<file path="config.mk">
export PLATFORM = sky130hd
export DESIGN_NAME = multimode_finder_top
export DESIGN_NICKNAME = d
export VERILOG_FILES = /design/src/rtl/mmf_pkg.sv /design/src/rtl/mmf_ram.sv /design/src/rtl/mmf_datapath.sv /design/src/rtl/mmf_ctrl.sv /design/src/rtl/multimode_finder_top.sv
export SDC_FILE = /design/constraint.sdc
export NUM_CORES = 2
export LEC_CHECK = 0
export ABC_CLOCK_PERIOD_IN_PS = 11600
export CAP_MARGIN = 20
export CORE_UTILIZATION = 61
export CTS_BUF_LIST = sky130_fd_sc_hd__clkbuf_4 sky130_fd_sc_hd__clkbuf_8 sky130_fd_sc_hd__clkbuf_16
export CTS_CLUSTER_SIZE = 30
export DETAILED_ROUTE_END_ITERATION = 8
export DONT_BUFFER_PORTS = 1
export GPL_ROUTABILITY_DRIVEN = 0
export PLACE_DENSITY = 0.83
export SLEW_MARGIN = 20
export SYNTH_ARGS = -nofsm -noshare
export SYNTH_HDL_FRONTEND = slang
export SYNTH_SLANG_ARGS = --single-unit
export TNS_END_PERCENT = 1
</file>
<file path="constraint.sdc">
create_clock -name aclk -period 11.6 [get_ports aclk]
set_clock_uncertainty 0.15 [all_clocks]
set_input_delay 1.74 -clock aclk [delete_from_list [all_inputs] [get_ports aclk]]
set_output_delay 1.74 -clock aclk [all_outputs]
set_load 0.005 [all_outputs]
</file>
<file path="src/rtl/mmf_pkg.sv">
package mmf_pkg;

    // Capacity of the data set and the widths that follow from it.
    localparam int MAX_ITEMS   = 64;
    localparam int ADDR_W      = $clog2(MAX_ITEMS);
    localparam int CNT_W       = $clog2(MAX_ITEMS + 1);

    // Fixed field widths of the streams.
    localparam int VALUE_W     = 32;
    localparam int FREQ_W      = 7;
    localparam int OUT_TDATA_W = ((VALUE_W + FREQ_W + 7) / 8) * 8;

    typedef logic [CNT_W-1:0]   cnt_t;
    typedef logic [VALUE_W-1:0] value_t;

    // Which index drives the store's read address.
    typedef enum logic [1:0] {
        RD_OUTER = 2'd0,
        RD_INNER = 2'd1,
        RD_SCAN  = 2'd2
    } rd_sel_t;

    // Commands from the controller to the datapath.
    typedef struct packed {
        logic    load;
        logic    sort_init;
        logic    hold;
        logic    put_held;
        logic    shift;
        logic    rd_en;
        rd_sel_t rd_sel;
        logic    scan_init;
        logic    best_step;
        logic    emit_step;
        logic    clear_set;
    } cmd_t;

    // Status from the datapath to the controller.
    typedef struct packed {
        logic sort_done;
        logic b_zero;
        logic greater;
        logic scan_last;
        logic emit_hit;
        logic out_free;
    } status_t;

endpackage

</file>
<file path="src/rtl/mmf_ram.sv">
module mmf_ram #(
    parameter int WIDTH = 32,
    parameter int DEPTH = 64
) (
    input  logic                                  aclk,
    input  logic                                  wr_en,
    input  logic [((DEPTH > 1) ? $clog2(DEPTH) : 1)-1:0] wr_addr,
    input  logic [WIDTH-1:0]                      wr_data,
    input  logic                                  rd_en,
    input  logic [((DEPTH > 1) ? $clog2(DEPTH) : 1)-1:0] rd_addr,
    output logic [WIDTH-1:0]                      rd_data
);

    logic [WIDTH-1:0] mem [DEPTH];
    logic [WIDTH-1:0] rd_data_reg;

    // One write port and one registered read port.
    always_ff @(posedge aclk) begin
        if (wr_en) begin
            mem[wr_addr] <= wr_data;
        end
        if (rd_en) begin
            rd_data_reg <= mem[rd_addr];
        end
    end

    assign rd_data = rd_data_reg;

endmodule

</file>
<file path="src/rtl/mmf_datapath.sv">
module mmf_datapath (
    input  logic                 aclk,
    input  logic                 aresetn,
    input  mmf_pkg::cmd_t        cmd,
    output mmf_pkg::status_t     status,
    input  mmf_pkg::value_t      in_value,
    output logic                 out_valid,
    output mmf_pkg::value_t      out_value,
    output logic [mmf_pkg::FREQ_W-1:0] out_freq,
    output logic                 out_last,
    output logic                 out_ovf,
    input  logic                 out_ready
);

    // Set bookkeeping.
    mmf_pkg::cnt_t   count_reg;
    logic            ovf_reg;

    // Sort and scan indexes and working values.
    mmf_pkg::cnt_t   a_reg;
    mmf_pkg::cnt_t   b_reg;
    mmf_pkg::cnt_t   i_reg;
    mmf_pkg::value_t held_reg;
    mmf_pkg::value_t prev_reg;
    mmf_pkg::cnt_t   run_reg;
    mmf_pkg::cnt_t   best_reg;
    mmf_pkg::cnt_t   modes_reg;
    mmf_pkg::cnt_t   run_next;

    // Output register.
    logic                        out_valid_reg;
    mmf_pkg::value_t             out_value_reg;
    logic [mmf_pkg::FREQ_W-1:0]  out_freq_reg;
    logic                        out_last_reg;
    logic                        out_ovf_reg;
    logic                        out_load;

    // Store ports.
    logic                         ram_we;
    logic [mmf_pkg::ADDR_W-1:0]   ram_waddr;
    mmf_pkg::value_t              ram_wdata;
    logic [mmf_pkg::ADDR_W-1:0]   ram_raddr;
    mmf_pkg::value_t              ram_rdata;
    mmf_pkg::cnt_t                inner_idx;
    logic                         has_room;

    mmf_ram #(
        .WIDTH (mmf_pkg::VALUE_W),
        .DEPTH (mmf_pkg::MAX_ITEMS)
    ) u_store (
        .aclk    (aclk),
        .wr_en   (ram_we),
        .wr_addr (ram_waddr),
        .wr_data (ram_wdata),
        .rd_en   (cmd.rd_en),
        .rd_addr (ram_raddr),
        .rd_data (ram_rdata)
    );

    assign has_room  = count_reg < mmf_pkg::cnt_t'(mmf_pkg::MAX_ITEMS);
    assign inner_idx = b_reg - mmf_pkg::cnt_t'(1);

    // Run length of the element now on the read port.
    always_comb begin
        if (i_reg == '0 || ram_rdata != prev_reg) begin
            run_next = mmf_pkg::cnt_t'(1);
        end else begin
            run_next = run_reg + mmf_pkg::cnt_t'(1);
        end
    end

    // Status for the controller.
    always_comb begin
        status.sort_done = a_reg >= count_reg;
        status.b_zero    = b_reg == '0;
        status.greater   = $signed(ram_rdata) > $signed(held_reg);
        status.scan_last = i_reg == (count_reg - mmf_pkg::cnt_t'(1));
        status.emit_hit  = run_next == best_reg;
        status.out_free  = !out_valid_reg || out_ready;
    end

    // Write port: incoming elements, or the insertion sort moves.
    always_comb begin
        ram_we    = 1'b0;
        ram_waddr = count_reg[mmf_pkg::ADDR_W-1:0];
        ram_wdata = in_value;
        if (cmd.load) begin
            ram_we = has_room;
        end else if (cmd.put_held) begin
            ram_we    = 1'b1;
            ram_waddr = b_reg[mmf_pkg::ADDR_W-1:0];
            ram_wdata = held_reg;
        end else if (cmd.shift) begin
            ram_we    = 1'b1;
            ram_waddr = b_reg[mmf_pkg::ADDR_W-1:0];
            ram_wdata = ram_rdata;
        end
    end

    // Read address select.
    always_comb begin
        case (cmd.rd_sel)
            mmf_pkg::RD_OUTER: ram_raddr = a_reg[mmf_pkg::ADDR_W-1:0];
            mmf_pkg::RD_INNER: ram_raddr = inner_idx[mmf_pkg::ADDR_W-1:0];
            mmf_pkg::RD_SCAN:  ram_raddr = i_reg[mmf_pkg::ADDR_W-1:0];
            default:           ram_raddr = a_reg[mmf_pkg::ADDR_W-1:0];
        endcase
    end

    // Element count and the dropped-element flag.
    always_ff @(posedge aclk) begin
        if (!aresetn) begin
            count_reg <= '0;
            ovf_reg   <= 1'b0;
        end else if (cmd.clear_set) begin
            count_reg <= '0;
            ovf_reg   <= 1'b0;
        end else if (cmd.load) begin
            if (has_room) begin
                count_reg <= count_reg + mmf_pkg::cnt_t'(1);
            end else begin
                ovf_reg <= 1'b1;
            end
        end
    end

    // Insertion sort indexes and the held element.
    always_ff @(posedge aclk) begin
        if (cmd.sort_init) begin
            a_reg <= mmf_pkg::cnt_t'(1);
        end else if (cmd.put_held) begin
            a_reg <= a_reg + mmf_pkg::cnt_t'(1);
        end
        if (cmd.hold) begin
            held_reg <= ram_rdata;
            b_reg    <= a_reg;
        end else if (cmd.shift) begin
            b_reg <= inner_idx;
        end
    end

    // Both scans: run tracking, longest run and number of modes.
    always_ff @(posedge aclk) begin
        if (cmd.scan_init) begin
            i_reg     <= '0;
            best_reg  <= mmf_pkg::cnt_t'(1);
            modes_reg <= '0;
        end else begin
            if (cmd.best_step || cmd.emit_step) begin
                prev_reg <= ram_rdata;
                run_reg  <= run_next;
                i_reg    <= status.scan_last ? '0 : i_reg + mmf_pkg::cnt_t'(1);
            end
            if (cmd.best_step) begin
                if (run_next > best_reg) begin
                    best_reg  <= run_next;
                    modes_reg <= mmf_pkg::cnt_t'(1);
                end else if (run_next == best_reg) begin
                    modes_reg <= modes_reg + mmf_pkg::cnt_t'(1);
                end
            end else if (out_load) begin
                modes_reg <= modes_reg - mmf_pkg::cnt_t'(1);
            end
        end
    end

    assign out_load = cmd.emit_step && status.emit_hit;

    // Output register: a result waits here until the transfer completes.
    always_ff @(posedge aclk) begin
        if (!aresetn) begin
            out_valid_reg <= 1'b0;
        end else if (out_load) begin
            out_valid_reg <= 1'b1;
        end else if (out_ready) begin
            out_valid_reg <= 1'b0;
        end
    end

    always_ff @(posedge aclk) begin
        if (out_load) begin
            out_value_reg <= ram_rdata;
            out_freq_reg  <= mmf_pkg::FREQ_W'(best_reg);
            out_last_reg  <= modes_reg == mmf_pkg::cnt_t'(1);
            out_ovf_reg   <= ovf_reg;
        end
    end

    assign out_valid = out_valid_reg;
    assign out_value = out_value_reg;
    assign out_freq  = out_freq_reg;
    assign out_last  = out_last_reg;
    assign out_ovf   = out_ovf_reg;

endmodule

</file>
<file path="src/rtl/mmf_ctrl.sv">
module mmf_ctrl (
    input  logic               aclk,
    input  logic               aresetn,
    input  logic               in_valid,
    input  logic               in_final,
    output logic               in_ready,
    input  mmf_pkg::status_t   status,
    output mmf_pkg::cmd_t      cmd
);

    typedef enum logic [8:0] {
        S_LOAD      = 9'b000000001,
        S_SORT_RD   = 9'b000000010,
        S_SORT_HOLD = 9'b000000100,
        S_SORT_CHK  = 9'b000001000,
        S_SORT_CMP  = 9'b000010000,
        S_BEST_RD   = 9'b000100000,
        S_BEST_EV   = 9'b001000000,
        S_EMIT_RD   = 9'b010000000,
        S_EMIT_EV   = 9'b100000000
    } state_t;

    state_t state_reg;
    state_t state_next;

    assign in_ready = state_reg == S_LOAD;

    // Next state and datapath commands.
    always_comb begin
        state_next = state_reg;
        cmd        = '0;
        cmd.rd_sel = mmf_pkg::RD_OUTER;
        case (state_reg)
            S_LOAD: begin
                if (in_valid) begin
                    cmd.load = 1'b1;
                    if (in_final) begin
                        cmd.sort_init = 1'b1;
                        state_next    = S_SORT_RD;
                    end
                end
            end
            S_SORT_RD: begin
                if (status.sort_done) begin
                    cmd.scan_init = 1'b1;
                    state_next    = S_BEST_RD;
                end else begin
                    cmd.rd_en  = 1'b1;
                    state_next = S_SORT_HOLD;
                end
            end
            S_SORT_HOLD: begin
                cmd.hold   = 1'b1;
                state_next = S_SORT_CHK;
            end
            S_SORT_CHK: begin
                if (status.b_zero) begin
                    cmd.put_held = 1'b1;
                    state_next   = S_SORT_RD;
                end else begin
                    cmd.rd_en  = 1'b1;
                    cmd.rd_sel = mmf_pkg::RD_INNER;
                    state_next = S_SORT_CMP;
                end
            end
            S_SORT_CMP: begin
                if (status.greater) begin
                    cmd.shift  = 1'b1;
                    state_next = S_SORT_CHK;
                end else begin
                    cmd.put_held = 1'b1;
                    state_next   = S_SORT_RD;
                end
            end
            S_BEST_RD: begin
                cmd.rd_en  = 1'b1;
                cmd.rd_sel = mmf_pkg::RD_SCAN;
                state_next = S_BEST_EV;
            end
            S_BEST_EV: begin
                cmd.best_step = 1'b1;
                state_next    = status.scan_last ? S_EMIT_RD : S_BEST_RD;
            end
            S_EMIT_RD: begin
                cmd.rd_en  = 1'b1;
                cmd.rd_sel = mmf_pkg::RD_SCAN;
                state_next = S_EMIT_EV;
            end
            S_EMIT_EV: begin
                // A mode waits here while the output register is full and out_ready is low.
                if (!status.emit_hit || status.out_free) begin
                    cmd.emit_step = 1'b1;
                    if (status.scan_last) begin
                        cmd.clear_set = 1'b1;
                        state_next    = S_LOAD;
                    end else begin
                        state_next = S_EMIT_RD;
                    end
                end
            end
            default: begin
                state_next = S_LOAD;
            end
        endcase
    end

    always_ff @(posedge aclk) begin
        if (!aresetn) begin
            state_reg <= S_LOAD;
        end else begin
            state_reg <= state_next;
        end
    end

endmodule

</file>
<file path="src/rtl/multimode_finder_top.sv">
// Finds every statistical mode of a set of up to 64 signed 32-bit values.
// Elements arrive one per transfer on the slave side, one per cycle while
// s_tready is high, and the transfer with s_tlast high closes the set;
// elements beyond capacity are dropped and reported through m_tuser on
// every result of that set. The closing transfer starts the work, and
// s_tready stays low until the emitting scan has passed every stored
// element, by which time the last result sits in the output register.
// The set is sorted in place by an insertion sort over one store with a
// write port and a registered read port; a scan then finds the longest
// run and a second scan emits the modes, and it waits while the master
// side stalls.
// Results come out in ascending order, each with the frequency, and the
// final result of a set carries m_tlast.
module multimode_finder_top (
    input  logic                                aclk,
    input  logic                                aresetn,
    input  logic                                s_tvalid,
    output logic                                s_tready,
    input  logic [mmf_pkg::VALUE_W-1:0]         s_tdata,  // [31:0] value
    input  logic                                s_tlast,  // final_item
    output logic                                m_tvalid,
    input  logic                                m_tready,
    output logic [mmf_pkg::OUT_TDATA_W-1:0]     m_tdata,  // [31:0] mode_value,
                                                          // [38:32] frequency
    output logic                                m_tlast,  // last_result
    output logic                                m_tuser   // overflow
);

    mmf_pkg::cmd_t               cmd;
    mmf_pkg::status_t            status;
    mmf_pkg::value_t             out_value;
    logic [mmf_pkg::FREQ_W-1:0]  out_freq;

    mmf_ctrl u_ctrl (
        .aclk     (aclk),
        .aresetn  (aresetn),
        .in_valid (s_tvalid),
        .in_final (s_tlast),
        .in_ready (s_tready),
        .status   (status),
        .cmd      (cmd)
    );

    mmf_datapath u_datapath (
        .aclk      (aclk),
        .aresetn   (aresetn),
        .cmd       (cmd),
        .status    (status),
        .in_value  (s_tdata),
        .out_valid (m_tvalid),
        .out_value (out_value),
        .out_freq  (out_freq),
        .out_last  (m_tlast),
        .out_ovf   (m_tuser),
        .out_ready (m_tready)
    );

    // Pack the result fields, lowest field first, padded to whole bytes.
    assign m_tdata = {
        {(mmf_pkg::OUT_TDATA_W - mmf_pkg::VALUE_W - mmf_pkg::FREQ_W){1'b0}},
        out_freq,
        out_value
    };

endmodule

</file>
# Yosys cells after proc, flatten, opt, wreduce, memory -nomap -nowiden

Memory sizes are Yosys's and may differ from the RTL's. A register that Yosys moved wholly into a read port is not among the register bits.
Index checks and enable logic that the tools add are counted.

Register bits after elaboration: 165
Output and inout bits: 44
RAM bits: 2048
Input bits: 37
Memories kept: 1

Memories:

| name                   | words | width | rd ports | clocked after Yosys merged registers in | wr ports | RTL line      | text |
|---|---|---|---|---|---|---|---|
| u_datapath.u_store.mem | 64    | 32    | 1        | 1                                       | 1        | mmf_ram.sv:14 | `logic [WIDTH-1:0] mem [DEPTH];` |

Mux-type cells: 50
Reductions and logical operators: 20
$lt $le $gt $ge: 4
Bitwise logic cells: 3
Eq/ne operators: 19
Add/sub/neg operators: 8

Operator list:

| operator            | count |
|---|---|
| $mux 32             | 3 |
| $pmux 9 s9          | 1 |
| $mux 7              | 8 |
| $add 7x1->7 const B | 5 |
| $gt 32x32->1        | 1 |
| $ne 32x32->1        | 1 |
| $mux 9              | 3 |
| $mux 6              | 4 |
| $sub 7x1->7 const B | 3 |
| $mux 1              | 18 |
| $mux 8              | 2 |
| $eq 7x7->1          | 2 |
| $logic_not 7->1     | 2 |
| $pmux 6 s2          | 1 |
| $reduce_and 2->1    | 5 |
| $eq 9x1->1 const B  | 1 |
| $eq 9x2->1 const B  | 1 |
| $eq 9x3->1 const B  | 1 |
| $eq 9x4->1 const B  | 1 |
| $eq 9x5->1 const B  | 1 |
| $eq 9x6->1 const B  | 1 |
| $eq 9x7->1 const B  | 1 |
| $eq 9x8->1 const B  | 1 |
| $eq 9x9->1 const B  | 1 |
| 23 further kinds    | 36 |

# Logic depth before layout (Yosys ltp)

Depth after elaboration: 11
Gate-level depth with buffers: 19

# By module

A second synthesis with hierarchy kept.

Cell total of the unflattened synthesis: 4191
Area total of the unflattened synthesis: 87953.1 um^2

Modules (own cells, without submodules):

| module               | cells an instance | times used | area an instance (um^2) |
|---|---|---|---|
| mmf_ram              | 3324              | 1          | 78835.6 |
| mmf_datapath         | 784               | 1          | 8490.6 |
| mmf_ctrl             | 81                | 1          | 615.6 |
| multimode_finder_top | 2                 | 1          | 11.3 |

# Worst setup path after synthesis

No wires, ideal clock.

Path kind: flip-flop to flip-flop
Start: register u_datapath.u_store.rd_data_reg[31] (netlist: u_datapath.u_store.rd_data[31]), read port of u_datapath.u_store.mem
End: memory u_datapath.u_store.mem[0][21], data pin
Stages on the path, launching flop included: 12
Arrival: 4.047 ns
Required time: 10.901 ns
Path slack: 6.855 ns
Clock period less this slack: 4.745 ns
Library setup time: 0.549 ns
Cell sequence: edfxtp_1 ha_1 nand4_1 nor4_1 nand2_1 o21ai_1 a211oi_2 nor2_1 buf_2 buf_2 o22ai_1 a21oi_1

Longest elaborated chain between the ends: 6
Elaborated cells between the ends (all ways): 8
Classes of those cells: 1 x order compare; 7 x mux

RTL lines:

| item                         | RTL line           | text |
|---|---|---|
| from (decl)                  | mmf_ram.sv:15      | `logic [WIDTH-1:0] rd_data_reg;` |
| $gt 32x32->1 (*)             | mmf_datapath.sv:76 | `status.greater = $signed(ram_rdata) > $signed(held_reg);` |
| $mux 1                       | mmf_ctrl.sv:67     | `if (status.greater) begin` |
| $mux 1                       | mmf_ctrl.sv:33     | `case (state_reg)` |
| $mux 32                      | mmf_datapath.sv:93 | `end else if (cmd.shift) begin` |
| $mux 32 (*)                  | mmf_datapath.sv:89 | `end else if (cmd.put_held) begin` |
| $mux 32 (*)                  | mmf_datapath.sv:87 | `if (cmd.load) begin` |
| via u_datapath.ram_wdata[21] | mmf_datapath.sv:41 | `mmf_pkg::value_t ram_wdata;` |
| to (decl)                    | mmf_ram.sv:14      |  |

The timed path passes the listed nets; every way through them passes the cells marked *.

# Final worst setup path

Start: register u_datapath.b_reg[3]
End: register u_datapath.u_store.rd_data_reg[9] (netlist: u_datapath.u_store.rd_data[9]), read port of u_datapath.u_store.mem, data pin

Longest elaborated chain between the ends: 5
Elaborated cells between the ends (all ways): 8
Classes of those cells: 1 x add/sub; 2 x eq/ne; 4 x mux; 1 x reduce/logical

RTL lines:

| item                                            | RTL line            | text |
|---|---|---|
| from (decl)                                     | mmf_datapath.sv:21  | `mmf_pkg::cnt_t b_reg;` |
| from (signal assigned)                          | mmf_datapath.sv:136 | `b_reg <= a_reg;` |
| from (signal assigned)                          | mmf_datapath.sv:138 | `b_reg <= inner_idx;` |
| $logic_not 7->1                                 | mmf_datapath.sv:75  | `status.b_zero = b_reg == '0;` |
| $mux 3                                          | mmf_ctrl.sv:57      | `if (status.b_zero) begin` |
| $pmux 2 s2                                      | mmf_ctrl.sv:33      |  |
| $eq 2x2->1 / $eq 2x1->1 (equally long branches) | mmf_datapath.sv:102 | `case (cmd.rd_sel)` |
| $pmux 6 s2                                      | mmf_datapath.sv:102 |  |

Parallel ways exist; a longest one is shown, timed or not.
A chain may end at the register's enable or synchronous reset.

==> results by stage <==
Final layout:
- The area growth from synthesis to layout is 10.2%.
- Of the cells placed in the final design, the portion with a size suffix greater than 1 is 0.104.
- Counting flops per register, the top entry is u_datapath.u_store.mem.
- The number of fill cells is just under 9k.
- Once layout is complete, the utilization of the core stands at 0.678.
- The register with the most flip-flops in the layout has approximately 2.0k of them.
- Leaving out fill and tap cells, the most frequent cell in the layout is sky130_fd_sc_hd__edfxtp_1.
- Leaving out fill and tap cells, the most frequent cells in the layout are sky130_fd_sc_hd__edfxtp_1 (2199), sky130_fd_sc_hd__nand2_1 (1093), sky130_fd_sc_hd__a31oi_1 (517).
- The net total in the final layout is about 6.5k.

Min path:
- For hold timing, the worst endpoint is u_datapath.out_freq[1].
- The worst hold-check path type is reg -> reg.
- The launch instance of the worst min-delay path is u_datapath.best_reg[1].
- The worst hold path depth is 0.

Pwr:
- The portion of total power attributed to sequential cells is 0.562.
- The total power density per cell area is between 150 and 200 nW/um^2.
- For this design the total switching power over the nets is 3.21 mW.
- The combinational share of power is 0.020.
- The clock share of power is 0.418.
- VDD sags by at most around 0.00013 V.
- The internal power consumption is between 10 and 15 mW.
- The leakage power of the design is between 30 and 40 nW.
- Of the total power, the share spent switching nets is 0.202.

Detailed routing:
- The via count normalized by instance count is slightly below 7.
- The number of DRC markers in iteration 0 is about 10k.
- Summing over every cut layer, the via total after detailed routing is approximately 59k.
- The pre-antenna-repair detailed-routing pass consisted of 8 iterations.
- The final routed wirelength across all metal layers is 249 mm.
- The wire length per cell is just under 30 microns.
- Once detail routing completed, the nets flagged for antenna violations numbered 0.
- The residual DRC count is 0.

Global routing:
- Summed over all layers, the global routing overflow is 0.
- In the global route stage, overall resource usage came out at 0.325.
- The maximum number of pins on one net before global-route repair is 211.
- The first global-routing pass estimated 358 mm of wire.
- The initial antenna violation count is 18.
- The via count of the first global-routing pass was 55.7k.

Clock tree:
- Once the clock tree was built, the setup fixing pass inserted 0 buffers.
- The buffer type at the clock tree root is sky130_fd_sc_hd__clkbuf_16.
- The number of buffers created by CTS is just over 200.
- The H-tree generated during clock tree synthesis spans 4 levels.
- Counting along the longest clock path gives a buffer depth of 3.
- Gates resized during post-CTS repair numbered 0.
- Clock tree synthesis found a total of 2245 sinks.
- For the worst-skew pair, the clock arrives at the later sink with an insertion delay of between 0.8 and 0.9 ns.
- Clock-pin slew was measured on the worst setup and hold paths at 0.07 ns.
- Hold repair after CTS inserted 0 buffers.
- TritonCTS built the clock tree.

Setup path:
- The worst register-to-register path begins at u_datapath.b_reg[3].
- The cell with the biggest individual delay on the critical path is sky130_fd_sc_hd__buf_4.
- By startpoint and endpoint, the worst setup path is classified as reg -> reg.
- The number of buffers and inverters on the critical path is 3.
- The arrival time reported for the critical path endpoint is 6.98 ns.
- The slack of the worst reg-to-reg path is around 5.0 ns.
- The reg-to-reg critical path endpoint is u_datapath.u_store.rd_data[9].
- The maximum net fanout on the critical path is roughly 180.
- The required arrival time at the worst endpoint is roughly 12 ns.
- The largest single stage delay on the critical path is 0.85 ns.
- The cell that appears most often on the critical path is sky130_fd_sc_hd__buf_12.
- The worst setup path is launched from a flop.
- The cell depth of the worst flop-to-flop path is 13.
- Walking the worst path, the cells encountered are nor4_1, nand3b_1, nor2b_1, ha_1, a221oi_2, a21oi_4, buf_12, buf_12, buf_4, a31oi_1, a22oi_1, a21oi_1, or4_1.
- The endpoint class of the critical path is a flop.
- The dominant delay contributor by cell family on the critical path is buffers and inverters.

Job:
- The total of max-cap violations is 0.

Synth:
- Of the total synthesized cell area, the portion taken by XOR and XNOR cells is 0.00674.
- The simple logic cell fraction of the synthesized area is 0.0980.
- The flip-flop cell with the highest count after synthesis is sky130_fd_sc_hd__edfxtp_1.
- For this run, asynchronously set or reset flops after synthesis account for 0.
- By area the synthesized netlist is led by sky130_fd_sc_hd__edfxtp_1 (73%), sky130_fd_sc_hd__nand2_1 (4.5%), sky130_fd_sc_hd__a211oi_1 (3.6%).
- The synthesized-area fraction occupied by ao, oa, aoi and oai cells is 0.124.
- The synthesized netlist occupies a cell area of ~91000 sq um.
- The Yosys step of the flow raised 0 warnings.
- After synthesis, the largest family of logic cells by area is compound AO/OA/AOI/OAI gates.
- The share of the Yosys chip area taken by registers is 0.736.
- After technology mapping, the gate count stands at roughly 6.4k.
- The number of distinct standard cells referenced by the synthesized netlist is 71.
- The number of nets in the synthesized netlist is about 6.5k.
- The count of flip-flops with a built-in enable after synthesis is 2199.
- The adder and majority cell fraction of the synthesized area is 0.00812.
- A synthesized cell averages approximately 14 sq um.
- The leading area contributor after synthesis is sky130_fd_sc_hd__edfxtp_1.
- The portion of synthesized area spent on multiplexers is 0.000440.
- Counting flops and latches in the post-synthesis netlist gives about 2.2k.
- The fraction of synthesized cell area taken by the top area cell type is 0.726.

Floorplanning:
- The die outline area is about 150000 sq um.
- The starting utilization of the core area is 0.615.
- The core region is 148000 sq um.
- 81 I/O pins were placed.
- The standard-cell row count is about 140.
- The horizontal die dimension is 388 microns.
- Measured along the y axis, the die boundary spans 388 microns.

Timing:
- The minimum clock period is 6.56 ns.
- The worst-case headroom to the max-slew limit is 0.236.
- Across all setup checks in the final design, the least slack found is 5.04 ns.
- The worst hold-check slack is 0.280 ns.
- Adding up every negative setup slack in the final design gives 0 ns.
- Setup violations remaining at the end of the flow were counted as 0.
- At the pin with the least slew margin, the transition time is 1.14 ns.
- The highest clock frequency the design can meet is about 150 MHz.
- The share of the clock period used by the worst path after layout is 0.565.
- The hold violation count in the final report is 0.
- The count of pins over their slew limit is 0.
- Setup repair after global routing left no endpoint under its margin.

Place:
- The count of input and output buffers is 0.
- Timing analysis after detailed placement gives a worst setup slack of ~5.5 ns.
- The detailed placer's ending HPWL is 132 mm.

Run status:
- The run finished with clean final reports.
-- synthesized netlist by cell type (all sizes together) (10+ instances only) --
master / count
nand2: 1094
nor2b: 11
a211oi: 516
buf: 164
nor3: 17
dfxtp: 46
and2: 516
a31oi: 517
xnor2: 49
nand4: 23
edfxtp: 2199
ha: 59
nor2: 153
a21oi: 199
o21ai: 42
clkbuf: 279
xor2: 21
o21a: 10
inv: 95
nand3: 20
a22oi: 259
o22ai: 35
or4: 33
-- worst register-to-register path: cells and delay by family (launching register included) --
family                     cells  cell delay [ns]
AOI/OAI and AO/OA              5             1.08
DFF                            1             0.50
buffers and inverters          3             2.44
adders and majority gates      1             0.70
and+or+nand+nor                4             1.41
-- power groups by stage --
stage	clock network, mW	registers (mW)	logic, mW
2_1_floorplan	0	9.12	0.154
3_3_place_gp	0	9.12	0.287
3_5_place_dp	0	9.12	0.300
4_1_cts	6.66	8.95	0.301
5_1_grt	6.95	8.95	0.325
6_report	6.65	8.95	0.311
-- per-stage QoR --
step | power, mW | instance area, sq um | cells
floorplan | 9.28 | 90900 | 6447
global placement | 9.41 | 93400 | 8074
detailed placement | 9.42 | 93400 | 8075
CTS | 15.9 | 100000 | 8457
global route | 16.2 | 100000 | 8462
finish | 15.9 | 100000 | 8467
-- layer usage --
layer,vias up,track usage,part of all wire
met4,4,0.190,0.063
met1,28400,0.428,0.34
met5,-,0,0.000080
li1,24400,-,-
met3,842,0.0969,0.16
met2,5122,0.484,0.44
-- final cells by class --
class | count | area (sq um) | area share
Sequential cell | 2245 | 67000 | 0.668
Multi-Input combinational cell | 3663 | 22500 | 0.225
Clock buffer | 251 | 5550 | 0.0554
Tap cell | 1930 | 2410 | 0.0241
Timing Repair Buffer | 146 | 1310 | 0.0130
Clock inverter | 131 | 1090 | 0.0109
Inverter | 96 | 360 | 0.00360
Antenna cell | 5 | 12.5 | 0.000125
-- worst max path at each step --
stage                                         startpoint                             end  slack, ns  cells past startpoint
after floorplan           u_datapath.u_store.rd_data[31]   u_datapath.u_store.mem[0][21]       6.85                     11
after global placement               u_datapath.b_reg[2]   u_datapath.u_store.rd_data[9]       5.54                     13
after detailed placement             u_datapath.b_reg[3]   u_datapath.u_store.rd_data[9]       5.46                     13
after CTS                            u_datapath.b_reg[2]  u_datapath.u_store.rd_data[10]       5.36                     13
after global routing                 u_datapath.b_reg[3]   u_datapath.u_store.rd_data[9]       4.86                     13
final                                u_datapath.b_reg[3]   u_datapath.u_store.rd_data[9]       5.04                     13
-- cell families (layout without fill, tap and decap cells) --
| kind of cell | count (synthesis) | in the layout |
|---|---|---|
| compound gates | 1616 | 1616 |
| simple gates | 1913 | 1913 |
| buf+inv | 539 | 624 |
| mux | 4 | 4 |
| flops | 2245 | 2245 |
| xor+xnor | 70 | 70 |
| other cells | 1 | 6 |
| fa+ha+maj | 59 | 59 |
(Power assumes the default switching activity.)
